**config.mk**
```make
export PLATFORM = sky130hd
export DESIGN_NAME = mh_cordic_cell
export DESIGN_NICKNAME = d
export VERILOG_FILES = /design/src/design/mh_pkg.sv /design/src/design/mh_cordic_cell.sv
export SDC_FILE = /design/constraint.sdc
export NUM_CORES = 1
export LEC_CHECK = 0
export BUFFER_PORTS_ARGS = -buffer_cell sky130_fd_sc_hd__buf_2
export CAP_MARGIN = 25
export CORE_MARGIN = 5
export CORE_UTILIZATION = 62
export CTS_CLUSTER_SIZE = 12
export DETAILED_ROUTE_END_ITERATION = 10
export PLACE_DENSITY = 0.87
export SETUP_SLACK_MARGIN = 0.2
export SYNTH_ARGS = -nofsm -noshare
export SYNTH_HDL_FRONTEND = slang
export SYNTH_SLANG_ARGS = --single-unit
```
**constraint.sdc**
```tcl
create_clock -name i_clk -period 21.1 [get_ports i_clk]
set_input_delay 4.22 -clock i_clk [delete_from_list [all_inputs] [get_ports i_clk]]
set_output_delay 4.22 -clock i_clk [all_outputs]
set_load 0.05 [all_outputs]
```
**src/design/mh_pkg.sv**
```systemverilog
// Shared types and constants of the magnetometer heading core.
package mh_pkg;

    // Number of CORDIC cells in the chain.
    localparam int N_STEPS = 23;

    // Inputs are scaled by 2^24 before the rotations.
    localparam int PRESCALE_BITS = 24;

    // Widths of the rotation datapath and the angle accumulator.
    localparam int CORD_W = 42;
    localparam int ANG_W  = 25;
    localparam int QANG_W = 23;
    localparam int ATAN_W = 22;

    // Angles in units of 2^-16 degree.
    localparam logic [QANG_W-1:0] ANG_90  = 23'd5898240;
    localparam logic [ANG_W-1:0]  ANG_180 = 25'd11796480;
    localparam logic [ANG_W-1:0]  ANG_360 = 25'd23592960;

    // atan(2^-i) in units of 2^-16 degree.
    localparam logic [ATAN_W-1:0] ATAN_TAB [N_STEPS] = '{
        22'd2949120, 22'd1740967, 22'd919879, 22'd466945, 22'd234379, 22'd117304,
        22'd58666,   22'd29335,   22'd14668,  22'd7334,   22'd3667,   22'd1833,
        22'd917,     22'd458,     22'd229,    22'd115,    22'd57,     22'd29,
        22'd14,      22'd7,       22'd4,      22'd2,      22'd1
    };

    // Payload handed from cell to cell.
    typedef struct packed {
        logic signed [15:0]       xv;
        logic signed [15:0]       yv;
        logic signed [15:0]       zv;
        logic signed [CORD_W-1:0] cx;
        logic signed [CORD_W-1:0] cy;
        logic signed [ANG_W-1:0]  cz;
    } t_cell_data;

endpackage

```
**src/design/mh_cordic_cell.sv**
```systemverilog
// One CORDIC vectoring cell with its own valid bit and payload register.
module mh_cordic_cell #(
    parameter int STEP = 0
) (
    input  logic               i_clk,
    input  logic               i_rst_n,
    input  logic               i_valid,
    output logic               o_ready,
    input  mh_pkg::t_cell_data i_data,
    output logic               o_valid,
    input  logic               i_ready,
    output mh_pkg::t_cell_data o_data
);

    localparam logic signed [mh_pkg::ANG_W-1:0] ATAN_STEP =
        mh_pkg::ANG_W'(mh_pkg::ATAN_TAB[STEP]);

    logic               r_valid;
    mh_pkg::t_cell_data r_data;
    mh_pkg::t_cell_data n_data;

    logic signed [mh_pkg::CORD_W-1:0] mag_x;
    logic signed [mh_pkg::CORD_W-1:0] mag_y;
    logic signed [mh_pkg::CORD_W-1:0] dx;
    logic signed [mh_pkg::CORD_W-1:0] dy;

    // Shifts truncate toward zero, so the magnitude is shifted and the sign restored.
    always_comb begin
        mag_y = i_data.cy[mh_pkg::CORD_W-1] ? -i_data.cy : i_data.cy;
        mag_x = i_data.cx[mh_pkg::CORD_W-1] ? -i_data.cx : i_data.cx;
        dx    = i_data.cy[mh_pkg::CORD_W-1] ? -(mag_y >> STEP) : (mag_y >> STEP);
        dy    = i_data.cx[mh_pkg::CORD_W-1] ? -(mag_x >> STEP) : (mag_x >> STEP);

        n_data = i_data;
        if (i_data.cy > 0) begin
            n_data.cx = i_data.cx + dx;
            n_data.cy = i_data.cy - dy;
            n_data.cz = i_data.cz + ATAN_STEP;
        end else begin
            n_data.cx = i_data.cx - dx;
            n_data.cy = i_data.cy + dy;
            n_data.cz = i_data.cz - ATAN_STEP;
        end
    end

    assign o_ready = !r_valid || i_ready;

    always_ff @(posedge i_clk) begin
        if (!i_rst_n) begin
            r_valid <= 1'b0;
        end else if (o_ready) begin
            r_valid <= i_valid;
        end
    end

    always_ff @(posedge i_clk) begin
        if (o_ready && i_valid) begin
            r_data <= n_data;
        end
    end

    assign o_valid = r_valid;
    assign o_data  = r_data;

endmodule

```
==> summary.txt <==
Yosys
  • Share of the synthesized area in the top cell type: 28.0%
  • Synthesized netlist cell count: 1943
  • Synthesized net count: 2198
  • Distinct cell type count after synthesis: 97
  • Mean instance size in the synthesized netlist: 8.61 sq um
  • Synthesized cell area: 0.0167 sq mm
  • YS warnings: 0
  • Most used flip-flop cell after synthesis: edfxtp_1
  • Library cell with the largest summed area after synthesis: edfxtp_1
  • Share of synthesized area occupied by flip-flops and latches: 28.1%
  • Most used standard cell by instance count after synthesis: xnor2_1
  • Post-synth EDFFs: 156
  • Ys async rst share: 0%
  • Main area contributors after synthesis: edfxtp_1, xnor2_1, ha_1, xor2_1, a21oi_1
  • Register bit count reported by yosys: 157
  • Ranking of synthesized cells by instance count: xnor2_1, edfxtp_1, nor2_1, a21oi_1, nand2_1

Detailed routing
  • Vias/cell: 6.77
  • Initial detailed-routing violation count: 2145
  • Total detailed-routing wirelength: 58300 microns
  • Total vias in the final route: 17.3k
  • Number of remaining DRC errors: 0
  • Iteration count of the initial detailed-routing pass: 6
  • Avg WL per Cell: 22.8 microns
  • Antenna-violating nets left: 0

Worst hold path
  • Launch point of the worst hold path: o_valid
  • Worst hold path cell count: 2
  • Worst min-delay path category: flop to flop
  • End point of the most critical hold path: o_valid

GRT
  • Global-route wire length before repair: 89200 microns
  • Total routing usage reported by global routing: 36.5%
  • Initial antenna violation count: 16
  • Sum of overflow across all layers after global routing: 0
  • Maximum number of pins on one net before global-route repair: 85
  • Via count of the first global-routing pass: 15.9k

Pwr
  • Combinational fraction of design power: 46.0%
  • Peak supply drop: 0.0000512 V
  • Pint: 0.776 mW
  • Net switching power of the design: 0.620 mW
  • Total power draw: 1.40 mW
  • Sequential Power Share: 30.2%
  • Power density over cell area: 73.2 mW/mm^2
  • Sw Ratio: 44.4%
  • Relative contribution of the clock network to total power: 23.8%
  • Leakage power of the design: 7.30 nW

STA
  • TNS Setup: 0 ns
  • Final clock period utilization by the worst path: 55.9%
  • Peak clock frequency supported by timing: 84.7 MHz
  • Final count of hold timing violations: 0
  • Slew at the pin closest to its max-slew limit: 1.06 ns
  • Slew Limit Fails: 0
  • Headroom to the max-slew limit: 28.7%
  • Final setup violation count: 0
  • Setup repair after global routing missed its margin: no
  • Final critical-path required period: 11.80 ns
  • Worst Clk Skew: 0.0115 ns

Worst setup path
  • CP endpoint kind: flop
  • Dominant delay contributor by cell family on the critical path: simple AND/OR/NAND/NOR gates
  • Register-to-Register Path Depth: 3
  • Library cell appearing most often on the critical path: a21oi_1
  • Start point of the critical path: i_data[67]
  • Worst-path cell with the longest stage delay: a2111oi_0
  • Crit path kind: input pin to flop
  • Buffers and inverters on the worst path: 2
  • Reg-to-reg critical path endpoint: o_data[7]
  • Critical-path maximum fanout: 18
  • CP arrival: 11.99 ns
  • Critical R2R Launch: o_valid
  • Internal reg-to-reg setup slack: 19.11 ns
  • Element type at the critical path start: input pin
  • CP peak stage delay: 0.65 ns
  • Critical Path RT: 21.28 ns

Die
  • Ports: 320
  • Full die area: 0.0304 sq mm
  • Die outline width: 174 microns
  • Initial Util: 62.6%
  • Row Count: 60
  • Core outline area: 0.0267 sq mm
  • Die span in y: 174 microns

CTS
  • TritonCTS clock tree: yes
  • Clock edge transition at the registers on the reported setup and hold paths: 0.07 ns
  • Number of hold buffers added after CTS: 0
  • Number of clock buffers inserted by TritonCTS: 17
  • Post CTS Setup Buffer Count: 0
  • Number of H-tree levels: 4
  • Clock Tree Root: clkbuf_16
  • PostCTS Resize Cnt: 0
  • Clock sink count: 157
  • Clock latency at the later pin of the worst-skew pair: 0.44 ns
  • Longest Clk Path Bufs: 2

Flow run
  • Reported max-cap violation count: 0

Status
  • Outcome: finished, final reports clean

Placement
  • Buffers added on ports: 319
  • Total half-perimeter wirelength after legalization and detailed placement: 45400 microns
  • Weighted congestion at the end of routability-driven global placement: 0.972

Layout
  • Final net count: 2442
  • Area growth syn-to-layout: 14.0%
  • Fraction of layout instances using a drive strength above 1: 19.0%
sequential cells by signal, summed over array words and instances (netlist names):
| signal | cells |
|---|---|
| o_valid | 1 |
| o_data | 156 |
worst register-to-register path, stage by stage (launching register included):
cell	delay, ns
dfxtp_1	0.31
nand2b_1	0.10
and2_4	0.35
buf_4	0.77
layout by cell type (no fill, tap or decap), types with 9 or more instances in the layout:
cell,instances
o31a_1,9
or3_1,41
nor4b_1,10
buf_2,319
buf_4,13
a211oi_1,27
edfxtp_1,156
a21oi_1,123
or2_2,11
diode_2,13
nor2b_1,28
o2111ai_1,9
o41ai_1,15
nor4_1,35
o211ai_1,14
and3_1,19
o31ai_1,30
o21a_1,12
nand2b_1,31
xnor2_1,198
nand3b_1,9
o21bai_1,14
a21o_1,45
a211o_1,10
nor2_1,152
inv_1,40
xor2_1,87
nand3_1,51
or4_1,25
a31oi_1,20
mux2i_1,11
nand4_1,41
ha_1,91
nand2_1,105
nor3_1,83
o21ai_0,99
clkbuf_16,17
cell type report:
class | instances | area, sq um
clock inverters | 15 | 185
inverters | 42 | 158
well taps | 341 | 427
multi-input cells | 1636 | 11400
repair buffers | 333 | 1720
fillers | 2092 | 7660
clock buffers | 17 | 425
flip-flops and latches | 157 | 4700
diodes | 13 | 32.5
power groups by stage:
stage               clock, mW  sequential (mW)  combinational [mW]
floorplan                   0            0.580               0.309
global placement            0            0.426               0.611
detailed placement          0            0.429               0.623
CTS                     0.332            0.422               0.628
global route            0.347            0.425               0.679
finish                  0.333            0.422               0.642
layer usage:
layer / track usage, % / share of wire [%] / wire, microns / vias to the layer above
met4: 12.8 / 3.5 / 2060 / 4
met5: 0 / 0.039 / 23 / -
li1: - / - / - / 7911
met1: 49.5 / 39 / 23000 / 8162
met2: 57.8 / 46 / 26600 / 1068
met3: 8.00 / 11 / 6560 / 145
worst max-delay path by stage:
stage / endpoint / depth (start not counted)
floorplan: o_data[65] / 27
global placement: o_data[65] / 27
detailed placement: o_data[65] / 27
CTS: o_data[65] / 27
global route: o_data[65] / 28
finish: o_data[65] / 28
through the flow:
stage	setup WS, ns	hold slack [ns]	utilization (%)	cell area [sq um]	std cells
after detailed placement	9.05	0.539	68.8	18400	2508
after global routing	8.56	0.609	71.3	19100	2554
after global placement	9.24	0.507	68.8	18400	2508
after floorplan	10.54	1.15	-	16700	1943
final	9.30	0.552	71.3	19100	2554
after CTS	9.45	0.550	71.1	19000	2540
cell families after synthesis:
group	after synthesis	synth area share (%)
AOI/OAI and AO/OA	540	22.4
xor gates and xnor gates	286	15.1
buffers and inverters	150	3.67
muxes	17	1.06
DFF	157	28.1
and+or+nand+nor	699	22.5
adders and majority gates	94	7.17
No activity file was read; power rests on OpenSTA's default activity.
