`src/design/mh_pkg.sv`:
```
// Shared types and constants of the magnetometer heading core.
package mh_pkg;

    // Number of CORDIC cells in the chain.
    localparam int N_STEPS = 23;

    // Inputs are scaled by 2^24 before the rotations.
    localparam int PRESCALE_BITS = 24;

    // Widths of the rotation datapath and the angle accumulator.
    localparam int CORD_W = 42;
    localparam int ANG_W  = 25;
    localparam int QANG_W = 23;
    localparam int ATAN_W = 22;

    // Angles in units of 2^-16 degree.
    localparam logic [QANG_W-1:0] ANG_90  = 23'd5898240;
    localparam logic [ANG_W-1:0]  ANG_180 = 25'd11796480;
    localparam logic [ANG_W-1:0]  ANG_360 = 25'd23592960;

    // atan(2^-i) in units of 2^-16 degree.
    localparam logic [ATAN_W-1:0] ATAN_TAB [N_STEPS] = '{
        22'd2949120, 22'd1740967, 22'd919879, 22'd466945, 22'd234379, 22'd117304,
        22'd58666,   22'd29335,   22'd14668,  22'd7334,   22'd3667,   22'd1833,
        22'd917,     22'd458,     22'd229,    22'd115,    22'd57,     22'd29,
        22'd14,      22'd7,       22'd4,      22'd2,      22'd1
    };

    // Payload handed from cell to cell.
    typedef struct packed {
        logic signed [15:0]       xv;
        logic signed [15:0]       yv;
        logic signed [15:0]       zv;
        logic signed [CORD_W-1:0] cx;
        logic signed [CORD_W-1:0] cy;
        logic signed [ANG_W-1:0]  cz;
    } t_cell_data;

endpackage

```
`src/design/mh_stream_if.sv`:
```


interface mh_result_if;
    logic               valid;
    logic               ready;
    logic signed [15:0] x_value;
    logic signed [15:0] y_value;
    logic signed [15:0] z_value;
    logic [15:0]        heading;

    modport source (output valid, x_value, y_value, z_value, heading, input ready);
    modport sink   (input valid, x_value, y_value, z_value, heading, output ready);
endinterface

```
`src/design/mh_heading_stage.sv`:
```
// Final stage: clamps the angle, restores the quadrant, rounds and registers the result.
module mh_heading_stage #(
    parameter int HEADING_FRAC_BITS = 7
) (
    input  logic               i_clk,
    input  logic               i_rst_n,
    input  logic               i_valid,
    output logic               o_ready,
    input  mh_pkg::t_cell_data i_data,
    mh_result_if.source        o_result
);

    localparam int SHIFT = 16 - HEADING_FRAC_BITS;
    localparam logic [mh_pkg::ANG_W-1:0] HALF  = mh_pkg::ANG_W'(1 << (SHIFT - 1));
    localparam logic [mh_pkg::ANG_W-1:0] LIMIT = mh_pkg::ANG_W'(360 << HEADING_FRAC_BITS);

    localparam logic signed [mh_pkg::ANG_W-1:0] ANG_90_S =
        $signed({2'b00, mh_pkg::ANG_90});

    logic                       r_valid;
    logic signed [15:0]         r_x_value;
    logic signed [15:0]         r_y_value;
    logic signed [15:0]         r_z_value;
    logic [15:0]                r_heading;
    logic [15:0]                n_heading;

    logic [mh_pkg::QANG_W-1:0]  quad_ang;
    logic [mh_pkg::ANG_W-1:0]   full_ang;
    logic [mh_pkg::ANG_W-1:0]   rounded;
    logic [mh_pkg::ANG_W-1:0]   scaled;

    always_comb begin
        priority if (i_data.cz < 0) begin
            quad_ang = '0;
        end else if (i_data.cz > ANG_90_S) begin
            quad_ang = mh_pkg::ANG_90;
        end else begin
            quad_ang = i_data.cz[mh_pkg::QANG_W-1:0];
        end

        priority if (!i_data.xv[15] && !i_data.yv[15]) begin
            full_ang = {2'b00, quad_ang};
        end else if (i_data.xv[15] && !i_data.yv[15]) begin
            full_ang = mh_pkg::ANG_180 - {2'b00, quad_ang};
        end else if (i_data.xv[15]) begin
            full_ang = mh_pkg::ANG_180 + {2'b00, quad_ang};
        end else begin
            full_ang = mh_pkg::ANG_360 - {2'b00, quad_ang};
        end

        rounded = full_ang + HALF;
        scaled  = rounded >> SHIFT;
        if (scaled >= LIMIT) begin
            scaled = LIMIT - 1'b1;
        end
        n_heading = scaled[15:0];
    end

    assign o_ready = !r_valid || o_result.ready;

    always_ff @(posedge i_clk) begin
        if (!i_rst_n) begin
            r_valid <= 1'b0;
        end else if (o_ready) begin
            r_valid <= i_valid;
        end
    end

    always_ff @(posedge i_clk) begin
        if (o_ready && i_valid) begin
            r_x_value <= i_data.xv;
            r_y_value <= i_data.yv;
            r_z_value <= i_data.zv;
            r_heading <= n_heading;
        end
    end

    assign o_result.valid   = r_valid;
    assign o_result.x_value = r_x_value;
    assign o_result.y_value = r_y_value;
    assign o_result.z_value = r_z_value;
    assign o_result.heading = r_heading;

endmodule

```
`src/flat_wrapper.sv`:
```
// flat-port wrapper written by rule: the top's interface ports become plain ports
module mh_heading_stage_flat 
#(
    parameter int HEADING_FRAC_BITS = 7
)
  (i_clk, i_rst_n, i_valid, o_ready, i_data, o_result_valid, o_result_x_value, o_result_y_value, o_result_z_value, o_result_heading, o_result_ready);
  mh_result_if o_result_i ();
  input  logic i_clk;
  input  logic i_rst_n;
  input  logic i_valid;
  output logic o_ready;
  input  mh_pkg::t_cell_data i_data;
  output wire logic [$bits(o_result_i.valid)-1:0] o_result_valid;
  output wire logic [$bits(o_result_i.x_value)-1:0] o_result_x_value;
  output wire logic [$bits(o_result_i.y_value)-1:0] o_result_y_value;
  output wire logic [$bits(o_result_i.z_value)-1:0] o_result_z_value;
  output wire logic [$bits(o_result_i.heading)-1:0] o_result_heading;
  input wire logic [$bits(o_result_i.ready)-1:0] o_result_ready;
  assign o_result_valid = o_result_i.valid;
  assign o_result_x_value = o_result_i.x_value;
  assign o_result_y_value = o_result_i.y_value;
  assign o_result_z_value = o_result_i.z_value;
  assign o_result_heading = o_result_i.heading;
  assign o_result_i.ready = o_result_ready;
  mh_heading_stage #(.HEADING_FRAC_BITS(HEADING_FRAC_BITS)) u_core (.i_clk(i_clk), .i_rst_n(i_rst_n), .i_valid(i_valid), .o_ready(o_ready), .i_data(i_data), .o_result(o_result_i));
endmodule
```
`config.mk`:
```
export PLATFORM = sky130hd
export DESIGN_NAME = mh_heading_stage_flat
export DESIGN_NICKNAME = d
export VERILOG_FILES = /design/src/design/mh_pkg.sv /design/src/design/mh_stream_if.sv /design/src/design/mh_heading_stage.sv /design/src/flat_wrapper.sv
export SDC_FILE = /design/constraint.sdc
export NUM_CORES = 1
export LEC_CHECK = 0
export ABC_AREA = 1
export BUFFER_PORTS_ARGS = -buffer_cell sky130_fd_sc_hd__buf_2
export CAP_MARGIN = 40
export CORE_ASPECT_RATIO = 1.75
export CORE_MARGIN = 8
export CORE_UTILIZATION = 40
export DETAILED_ROUTE_END_ITERATION = 10
export HOLD_SLACK_MARGIN = 0.12
export PLACE_DENSITY = 0.75
export REMOVE_ABC_BUFFERS = 1
export SLEW_MARGIN = 20
export SYNTH_ARGS = -nofsm -noshare
export SYNTH_HDL_FRONTEND = slang
export SYNTH_SLANG_ARGS = --single-unit
```
`constraint.sdc`:
```
create_clock -name i_clk -period 5.55 [get_ports i_clk]
set_input_delay 0.2775 -clock i_clk [delete_from_list [all_inputs] [get_ports i_clk]]
set_output_delay 0.2775 -clock i_clk [all_outputs]
set_load 0.05 [all_outputs]
```
==> flow_summary.json, run 1 <==
{
  "status": "completed",
  "hold_viol": 0,
  "cts_resized": 0,
  "fmax_ghz": 0.308,
  "post_drt_wl_per_cell_um": 14.1,
  "post-dp-hpwl_um": 8130,
  "cap_violations": 0,
  "synth-adder-area-share_pct": 1.65,
  "p_sw_w": 0.000486,
  "swShare_pct": 29.3,
  "clkTransAtPathRegs_ns": 0.05,
  "start_util_pct": 40.5,
  "placed_cell_area_mm2": 0.00460,
  "via_count": 3323,
  "crit_chain": "buf_2 > nor2_1 > inv_1 > nand2_1 > inv_1 > nand3_1 > xor2_1 > ha_1 > inv_1 > a21oi_1 > nand3_1 > nor2_1 > nand3_1 > nor2_2 > nand2_1 > nand2_1 > nand2_1 > nand3_2 > nand2_2 > nand2_2 > nand2_1",
  "yosys_register_bits": 65,
  "cts.path.max_buffers": 2,
  "grt_pass1_wl_um": 14900,
  "syn_area_mm2": 0.00378,
  "numCtsBuffers": 9,
  "pwr-share-comb_pct": 23.6,
  "avgViaCountPerCell": 4.67,
  "p_seq_share_pct": 35.8,
  "synth-simple-area-share_pct": 30.9,
  "seq_area_frac_synth_pct": 51.3,
  "synth-async-reset-ratio_pct": 0,
  "synth_xor_area_share_pct": 2.28,
  "worstMarginPinSlew_ns": 0.745,
  "design_area_mm2": 0.00509,
  "min_period_ns": 3.25,
  "place_inst": 683,
  "antenna_left": 0,
  "endpoint_kind": "flop",
  "cts_tree": "built",
  "nets": 750,
  "power.leakage_nw": 2.43,
  "first_iter_violations": 186,
  "fin_hold_ws_ns": 0.135,
  "layout.cells.non_filler": 711,
  "totalWireLength_um": 10000,
  "synth_warnings": 0,
  "gp_congestion": 0.867,
  "drc": 0,
  "crit_fanout": 16,
  "critPathMaxStageDelay_ns": 0.39,
  "boundaryPins": 227,
  "rows": 47,
  "synth_top_family_by_area": "simple AND/OR/NAND/NOR gates",
  "rsz0062_at_grt": "false",
  "die_y_um": 145,
  "antenna_cells": 0,
  "ir_drop_mv": 0.196,
  "netlist.area_leader.share_pct": 50.8,
  "final_layout_size_suffix_gt1_share_pct": 37.5,
  "synthMuxAreaShare_pct": 0,
  "grt_pass1_vias": 3183,
  "synthTopCellsByArea": "edfxtp_1 51%, nand2_1 9.6%, inv_1 5.8%",
  "synth_compound_area_share_pct": 5.92,
  "synth_edf_count": 64,
  "yosysTopAreaCell": "edfxtp_1",
  "start_kind": "input pin",
  "cpMaxStageDelayCell": "inv_1",
  "gr-total-overflow": 0,
  "area_growth_syn_to_layout_pct": 34.5,
  "portBuffers": 142,
  "crit_buf_inv": 4,
  "die_x_um": 89.5,
  "min_path_type": "in -> reg",
  "p_int_w": 0.00117,
  "finalSetupViolCount": 0,
  "synthFlopType": "edfxtp_1",
  "path_class": "in -> reg",
  "synthCells": 425,
  "avgSynthCellArea_um2": 8.91,
  "drtPass1Iterations": 5,
  "root_buffer": "clkbuf_16",
  "die_area_mm2": 0.0130,
  "cts_sinks": 65,
  "clkPwrFrac_pct": 40.6,
  "cp.arrival_ns": 3.31,
  "yosysMostFrequentCell": "nand2_1",
  "grt_usage_pct": 15.2,
  "core-area_mm2": 0.00935,
  "skew_ns": 0.00209,
  "cpMostUsedCell": "nand2_1",
  "synth_cell_types": 35,
  "h-tree-depth": 3,
  "insertion_delay_ns": 0.32,
  "finalSetupTns_ns": 0,
  "post_cts.repair.setup_buffers": 0,
  "critPathRequiredTime_ns": 5.61,
  "cp_top_family": "simple AND/OR/NAND/NOR gates",
  "synth_commonest_cells": "97 x nand2_1, 64 x edfxtp_1, 58 x inv_1, 56 x nor2_1, 30 x nand3_1",
  "fin_crit_sh_pct": 58.6,
  "postCtsHoldBufs": 11,
  "grt_start_max_net_pins": 65,
  "antenna_found_initial": 0,
  "maxSlewViolCount": 0,
  "power_density_mw_per_mm2": 326,
  "maxSlewHeadroom_pct": 50.3
}
==> state kept, by name (all words and copies together) (netlist names) <==
signal / cells
u_core.o_result.x_value: 16
u_core.o_result.valid: 1
u_core.o_result.y_value: 16
u_core.o_result.z_value: 16
u_core.o_result.heading: 16
==> final cells by class <==
type	count	area [um^2]
clock buffers	9	225
clock inverters	7	141
fillers	835	4260
inverters	63	236
multi-input cells	290	1560
flip-flops and latches	65	1940
well taps	122	153
repair buffers	155	838
==> power by group through the flow <==
| stage | Combinational [W] | Sequential (W) | Clock, W |
|---|---|---|---|
| after CTS | 0.000394 | 0.000595 | 0.000688 |
| final | 0.000392 | 0.000595 | 0.000674 |
| after global placement | 0.000379 | 0.000603 | 0 |
| after floorplan | 0.000162 | 0.000728 | 0 |
| after global routing | 0.000426 | 0.000597 | 0.000703 |
| after detailed placement | 0.000386 | 0.000604 | 0 |
==> layer usage <==
metal	GRT usage (%)	up-vias	wire length, um
li1	-	1695	-
met1	14.1	1462	3530
met2	29.0	147	5100
met3	3.34	19	1070
met4	8.20	0	309
met5	0	-	0
==> cells by family after synthesis <==
group | after synthesis
AND/OR/NAND/NOR | 241
buffers and inverters | 70
flip-flops | 65
AO/OA/AOI/OAI | 35
XOR/XNOR | 9
adder cells (fa/ha/maj) | 5
==> stage by stage <==
step,utilization (%),setup WS [ns],power (W)
after floorplan,-,1.35,0.000890
after global placement,49.2,2.06,0.000982
after detailed placement,49.2,1.99,0.000990
after CTS,54.3,2.33,0.00168
after global routing,54.4,1.84,0.00173
final,54.4,2.30,0.00166
==> worst paths after layout <==
check,startpoint,endpoint,slack (ns),cells after the start
min reg2reg,u_core.o_result.valid$_SDFFE_PN0N_,u_core.o_result.valid$_SDFFE_PN0N_,0.66,2
min,i_data[125],u_core.o_result.y_value[0]$_DFFE_PP_,0.14,1
max,i_data[156],u_core.o_result.heading[8]$_SDFFCE_PP1P_,2.30,21
max reg2reg,u_core.o_result.valid$_SDFFE_PN0N_,u_core.o_result.heading[12]$_SDFFCE_PP1P_,4.02,2
==> cells in the final DEF (no fill, tap or decap), types with 2 or more instances in the layout <==
cell type and instances:
nor2_1 56, inv_2 5, nor2_4 6, nand2_1 97, nand2_4 4, inv_1 58, edfxtp_1 64, nand3b_1 2
xor2_1 7, nor2_2 6, o21bai_1 2, dlygate4sd3_1 12, o21ai_2 4, clkbuf_16 9, o21ai_0 12, bufinv_16 4
nand3_2 8, nand4_1 4, o21ai_1 3, buf_2 142, nand3_1 30, nor3_1 2, a21oi_1 7, ha_1 5
nand2_2 24
Note: power is estimated with default switching activity, not from simulation.
==> run 2: changes to the inputs <==
--- a/config.mk
+++ b/config.mk
@@ -5,7 +5,7 @@
 export SDC_FILE = /design/constraint.sdc
 export NUM_CORES = 1
 export LEC_CHECK = 0
-export ABC_AREA = 1
+export ABC_AREA = 0
 export BUFFER_PORTS_ARGS = -buffer_cell sky130_fd_sc_hd__buf_2
 export CAP_MARGIN = 40
 export CORE_ASPECT_RATIO = 1.75
==> constraint.sdc (replaced) <==
create_clock -name i_clk -period 3.3 [get_ports i_clk]
set_input_delay 0.165 -clock i_clk [delete_from_list [all_inputs] [get_ports i_clk]]
set_output_delay 0.165 -clock i_clk [all_outputs]
set_load 0.05 [all_outputs]
==> run 2 against run 1 <==
Effect of this change:
- sequential share of layout area fell by 3.9 points
- register-to-register slack got worse by 2.3 ns
- worst setup slack got worse by 2.0 ns
- core utilization rose by 6.2 points
- critical endpoint is now u_core.o_result.heading[10]$_SDFFCE_PP0P_
==> flow_summary.json, run 2 <==
{
  "dp_slack_ns": 0.0434,
  "fin_hold_ws_ns": 0.162,
  "h-tree-depth": 3,
  "post_drt_wl_per_cell_um": 19.4,
  "root_buffer": "clkbuf_16",
  "finalSetupTns_ns": 0,
  "synth_edf_count": 64,
  "reg2reg_to": "u_core.o_result.heading[1]$_SDFFCE_PP1P_",
  "skew_ns": 0.00381,
  "startpoint": "i_data[4]",
  "drc": 0,
  "fin_crit_sh_pct": 90.0,
  "grt_usage_pct": 20.2,
  "portBuffers": 142,
  "layout_commonest_cell": "buf_2",
  "boundaryPins": 227,
  "avgSynthCellArea_um2": 11.4,
  "finalSetupViolCount": 0,
  "p_int_w": 0.00180,
  "antenna_found_initial": 0,
  "grt_start_max_net_pins": 65,
  "synthCells": 336,
  "synth-async-reset-ratio_pct": 0,
  "gp_congestion": 0.881,
  "rows": 47,
  "die_y_um": 145,
  "postCtsHoldBufs": 47,
  "worstHoldPathCells": 3,
  "rsz0062_at_grt": "false",
  "hold_end": "u_core.o_result.valid$_SDFFE_PN0N_",
  "critPathRequiredTime_ns": 3.45,
  "numCtsBuffers": 9,
  "power_density_mw_per_mm2": 455,
  "power.leakage_nw": 2.35,
  "first_iter_violations": 161,
  "synthFlopType": "edfxtp_1",
  "netlist.area_leader.share_pct": 50.3,
  "gr-total-overflow": 0,
  "min_path_type": "in -> reg",
  "fmax_ghz": 0.337,
  "post_cts.repair.setup_buffers": 0,
  "post-dp-hpwl_um": 9720,
  "synthTopCellsByArea": "edfxtp_1 50%, xnor2_1 2.5%, a21oi_1 2.4%",
  "die_x_um": 89.9,
  "place_inst": 629,
  "final_util_pct": 60.7,
  "antenna_left": 0,
  "hold_viol": 0,
  "clkPwrFrac_pct": 33.8,
  "swShare_pct": 30.2,
  "pwr-share-comb_pct": 27.5,
  "yosys_register_bits": 65,
  "maxSlewHeadroom_pct": 48.7,
  "cts_sinks": 65,
  "fin_ws_ns": 0.331,
  "p_seq_share_pct": 38.7,
  "rr_worst_depth": 3,
  "totalWireLength_um": 13400,
  "final_layout_size_suffix_gt1_share_pct": 39.4,
  "cap_violations": 0,
  "start_kind": "input pin",
  "die_area_mm2": 0.0131,
  "layout.cells.non_filler": 691,
  "cts.path.max_buffers": 2,
  "p_sw_w": 0.000779,
  "endpoint_kind": "flop",
  "syn_area_mm2": 0.00382,
  "min_from": "i_valid",
  "ir_drop_mv": 0.315,
  "core-area_mm2": 0.00935,
  "drtPass1Iterations": 4,
  "nets": 731,
  "synth_cell_types": 72,
  "antenna_cells": 0,
  "grt_pass1_wl_um": 21200,
  "path_class": "in -> reg",
  "cts_resized": 0,
  "worstMarginPinSlew_ns": 0.770,
  "synth_commonest_cells": "64 x edfxtp_1, 24 x nor2_1, 21 x nand2_1, 18 x a21oi_1, 17 x o21ai_0",
  "synth_warnings": 0,
  "clkTransAtPathRegs_ns": 0.05,
  "fill_cells": 727,
  "via_count": 3776,
  "min_period_ns": 2.97,
  "yosysMostFrequentCell": "edfxtp_1",
  "status": "completed",
  "cts_tree": "built",
  "r2r_setup_slack_ns": 1.67,
  "yosysTopAreaCell": "edfxtp_1",
  "start_util_pct": 40.8,
  "area_growth_syn_to_layout_pct": 48.6,
  "final_cell_mix": "142 x buf_2, 64 x edfxtp_1, 47 x dlygate4sd3_1",
  "insertion_delay_ns": 0.32,
  "crit_fanout": 5,
  "cp.arrival_ns": 3.12,
  "timing.rr.start": "u_core.o_result.valid$_SDFFE_PN0N_",
  "maxSlewViolCount": 0,
  "grt_pass1_vias": 3979,
  "avgViaCountPerCell": 5.46,
  "seq_area_frac_synth_pct": 50.9
}
## run 2: cell count changes after synthesis, moves of 6 or more
cell,delta
nor4_1,+8
nand3_1,-20
nand2_1,-76
a21o_1,+9
nand3_2,-8
nor2_1,-32
o211ai_1,+8
xnor2_1,+10
nor3_1,+9
nand2_2,-23
a21oi_1,+10
inv_1,-52
nor2_2,-6
## run 2: final cells by class
class | count | area [um^2] | share of cell area, %
clock buffers | 11 | 233 | 4.10
clock inverters | 4 | 45.0 | 0.794
inverters | 8 | 30.0 | 0.529
multi-input cells | 250 | 1760 | 31.1
flip-flops and latches | 65 | 1940 | 34.2
well taps | 122 | 153 | 2.69
repair buffers | 231 | 1510 | 26.6
## run 2: per-layer routing
layer | share of wire [%] | wire [um] | vias to the layer above | GRT usage [%]
li1 | - | - | 1783 | -
met1 | 35 | 4640 | 1803 | 18.6
met2 | 55 | 7410 | 165 | 39.1
met3 | 6.6 | 878 | 25 | 5.48
met4 | 3.3 | 439 | 0 | 9.47
met5 | 0 | 0 | - | 0
## run 2: worst max-delay path by stage
stage | cells after the start | to
5_1_grt | 14 | u_core.o_result.heading[10]$_SDFFCE_PP0P_
3_5_place_dp | 11 | u_core.o_result.heading[4]$_SDFFCE_PP1P_
4_1_cts | 13 | u_core.o_result.heading[4]$_SDFFCE_PP1P_
6_report | 12 | u_core.o_result.heading[10]$_SDFFCE_PP0P_
2_1_floorplan | 10 | u_core.o_result.heading[4]$_SDFFCE_PP1P_
3_3_place_gp | 11 | u_core.o_result.heading[4]$_SDFFCE_PP1P_
## run 2: cells by family (layout without fill, tap and decap cells)
group	Yosys count	in the layout	synth area share, %
and+or+nand+nor	126	126	20.4
AOI/OAI and AO/OA	97	97	18.7
DFF	65	65	50.9
buffers and inverters	21	254	3.01
xor gates and xnor gates	19	19	4.55
adders and majority gates	5	5	1.64
muxes	3	3	0.852
## run 2: worst max-delay path, stage by stage
cell and delay, ns:
buf_2 0.12, or4_1 0.58, nor2_1 0.23, a311oi_2 0.14, xnor2_1 0.17, or4b_4 0.60
nor4_4 0.28, xnor2_1 0.18, nand2_2 0.09, a21o_2 0.25, buf_4 0.14, a21oi_1 0.17
## run 2: stage by stage
step	power [W]	area (um^2)
floorplan	0.00142	3730
global placement	0.00165	4930
detailed placement	0.00167	4930
CTS	0.00257	5670
global route	0.00268	5670
finish	0.00258	5670
## run 2: power by group through the flow
stage	Clock, W	Sequential [W]	Combinational [W]
floorplan	0	0.00121	0.000213
global placement	0	0.00101	0.000643
detailed placement	0	0.00101	0.000653
CTS	0.000876	0.000997	0.000701
global route	0.000922	0.00100	0.000753
finish	0.000872	0.00100	0.000709
==> run 3: changes to the inputs <==
==> constraint.sdc (replaced) <==
create_clock -name i_clk -period 3.9 [get_ports i_clk]
set_input_delay 0.195 -clock i_clk [delete_from_list [all_inputs] [get_ports i_clk]]
set_output_delay 0.195 -clock i_clk [all_outputs]
set_load 0.05 [all_outputs]
==> run 3 against run 2 <==
Effect of this change:
- non-clock buffer count decreased by 30
- cell count decreased by 4.2%
- critical path depth increased by 2
- wire length decreased by 8.5%
- sequential share of layout area increased by 1.4 points
- largest cell class unchanged
- first-iteration DRC count decreased by 13%
- global-route usage decreased by 2.0 points
- clock power decreased by 21%
- die area unchanged
==> flow_summary.json, run 3 (synthesis results as in run 2) <==
{
  "cp.arrival_ns": 3.27,
  "critPathRequiredTime_ns": 3.96,
  "insertion_delay_ns": 0.31,
  "avgViaCountPerCell": 5.45,
  "final_layout_size_suffix_gt1_share_pct": 36.3,
  "h-tree-depth": 3,
  "final_util_pct": 58.3,
  "numCtsBuffers": 9,
  "fmax_ghz": 0.311,
  "r2r_setup_slack_ns": 2.08,
  "finalSetupViolCount": 0,
  "rsz0062_at_grt": "false",
  "min_path_type": "in -> reg",
  "cpMaxStageDelayCell": "o41a_4",
  "start_kind": "input pin",
  "drc": 0,
  "crit_fanout": 19,
  "via_count": 3606,
  "cts.path.max_buffers": 2,
  "die_area_mm2": 0.0131,
  "ff_latch_area_mm2": 0.00194,
  "grt_start_max_net_pins": 26,
  "maxSlewViolCount": 0,
  "boundaryPins": 227,
  "worstMarginPinSlew_ns": 0.726,
  "ir_drop_mv": 0.199,
  "power_density_mw_per_mm2": 384,
  "final_cell_mix": "142 x buf_2, 64 x edfxtp_1, 46 x dlygate4sd3_1",
  "antenna_left": 0,
  "fin_crit_sh_pct": 82.4,
  "antenna_found_initial": 0,
  "endpoint_kind": "flop",
  "die_y_um": 145,
  "min_period_ns": 3.21,
  "gr-total-overflow": 0,
  "crit_chain": "buf_2 > o21bai_2 > a21oi_1 > nor2_1 > inv_1 > ha_1 > o2111ai_1 > nand4b_1 > a21oi_1 > xnor2_2 > nand3_1 > o41a_4 > inv_2 > a21oi_1",
  "crit_buf_inv": 3,
  "drtPass1Iterations": 4,
  "cpMostUsedCell": "a21oi_1",
  "totalWireLength_um": 12200,
  "path_class": "in -> reg",
  "skew_ns": 0.00568,
  "core-area_mm2": 0.00935,
  "status": "completed",
  "fin_hold_ws_ns": 0.145,
  "swShare_pct": 31.3,
  "post-dp-hpwl_um": 9050,
  "rows": 47,
  "fill_cells": 765,
  "gp_congestion": 0.894,
  "clkTransAtPathRegs_ns": 0.05,
  "area_growth_syn_to_layout_pct": 42.7,
  "power.leakage_nw": 2.20,
  "critPathMaxStageDelay_ns": 0.46,
  "grt_usage_pct": 18.1,
  "cts_sinks": 65,
  "start_util_pct": 40.8,
  "finalSetupTns_ns": 0,
  "p_sw_w": 0.000654,
  "grt_pass1_vias": 3646,
  "first_iter_violations": 140,
  "post_drt_wl_per_cell_um": 18.5,
  "pwr-share-comb_pct": 26.9,
  "portBuffers": 142,
  "clkPwrFrac_pct": 32.8,
  "cap_violations": 0,
  "layout_commonest_cell": "buf_2",
  "p_seq_share_pct": 40.3,
  "p_total_w": 0.00209,
  "nets": 701,
  "hold_viol": 0,
  "cts_tree": "built",
  "grt_pass1_wl_um": 19100,
  "antenna_cells": 0,
  "die_x_um": 89.9,
  "cp_top_family": "compound AO/OA/AOI/OAI gates",
  "multi_input_area_mm2": 0.00177,
  "p_int_w": 0.00144,
  "postCtsHoldBufs": 46,
  "cts_resized": 0,
  "root_buffer": "clkbuf_16",
  "maxSlewHeadroom_pct": 51.4,
  "post_cts.repair.setup_buffers": 0
}
## run 3: cell types whose count changed in the layout (fill, tap and decap cells not counted)
| cell | delta |
|---|---|
| buf_12 | -1 |
| buf_16 | +1 |
| buf_4 | -29 |
| bufinv_16 | -1 |
| clkbuf_1 | -1 |
| clkinv_1 | +2 |
| clkinv_2 | -2 |
| clkinvlp_4 | +3 |
| dlygate4sd3_1 | -1 |
| xnor2_1 | -1 |
| xnor2_2 | +1 |
## run 3: final cells by class
type | instances | share of cell area (%)
sequential | 65 | 35.6
clock buffer | 10 | 4.20
timing repair buffer | 201 | 23.7
multi-input combinational | 250 | 32.5
inverter | 8 | 0.551
clock inverter | 6 | 0.643
tap | 122 | 2.80
## run 3: power by group through the flow
stage          Clock [W]  Combinational, W  Sequential (W)
6_report        0.000685          0.000563        0.000842
5_1_grt         0.000728          0.000597        0.000845
4_1_cts         0.000697          0.000559        0.000840
3_5_place_dp           0          0.000520        0.000854
3_3_place_gp           0          0.000506        0.000853
2_1_floorplan          0          0.000180         0.00102
## run 3: worst reg2reg max path, cell delays in order, from the launching register on
cell and delay, ns:
dfxtp_1 0.32, nand2b_1 0.11, and2_2 0.55, buf_16 0.24
buf_4 0.28
## run 3: layer usage
metal | share of wire (%) | up-vias | GRT usage, %
met2 | 54 | 177 | 34.5
li1 | - | 1724 | -
met1 | 36 | 1678 | 17.6
met4 | 3.2 | 0 | 8.89
met5 | 0 | - | 0
met3 | 6.9 | 27 | 4.39
## run 3: stage by stage
step / area, um^2 / worst slack, ns / instances
final: 5450 / 0.687 / 662
after global routing: 5450 / 0.470 / 662
after CTS: 5450 / 0.718 / 662
after detailed placement: 4720 / 0.383 / 600
after global placement: 4690 / 0.277 / 599
after floorplan: 3730 / 0.604 / 323
## run 3: worst paths after layout
check                                                         from                                         to  cells after the start
worst max-delay path                                    i_data[24]  u_core.o_result.heading[10]$_SDFFCE_PP0P_                     14
worst min-delay path                                       i_rst_n         u_core.o_result.valid$_SDFFE_PN0N_                      2
worst max register to register  u_core.o_result.valid$_SDFFE_PN0N_       u_core.o_result.y_value[2]$_DFFE_PP_                      4
worst min register to register  u_core.o_result.valid$_SDFFE_PN0N_         u_core.o_result.valid$_SDFFE_PN0N_                      2
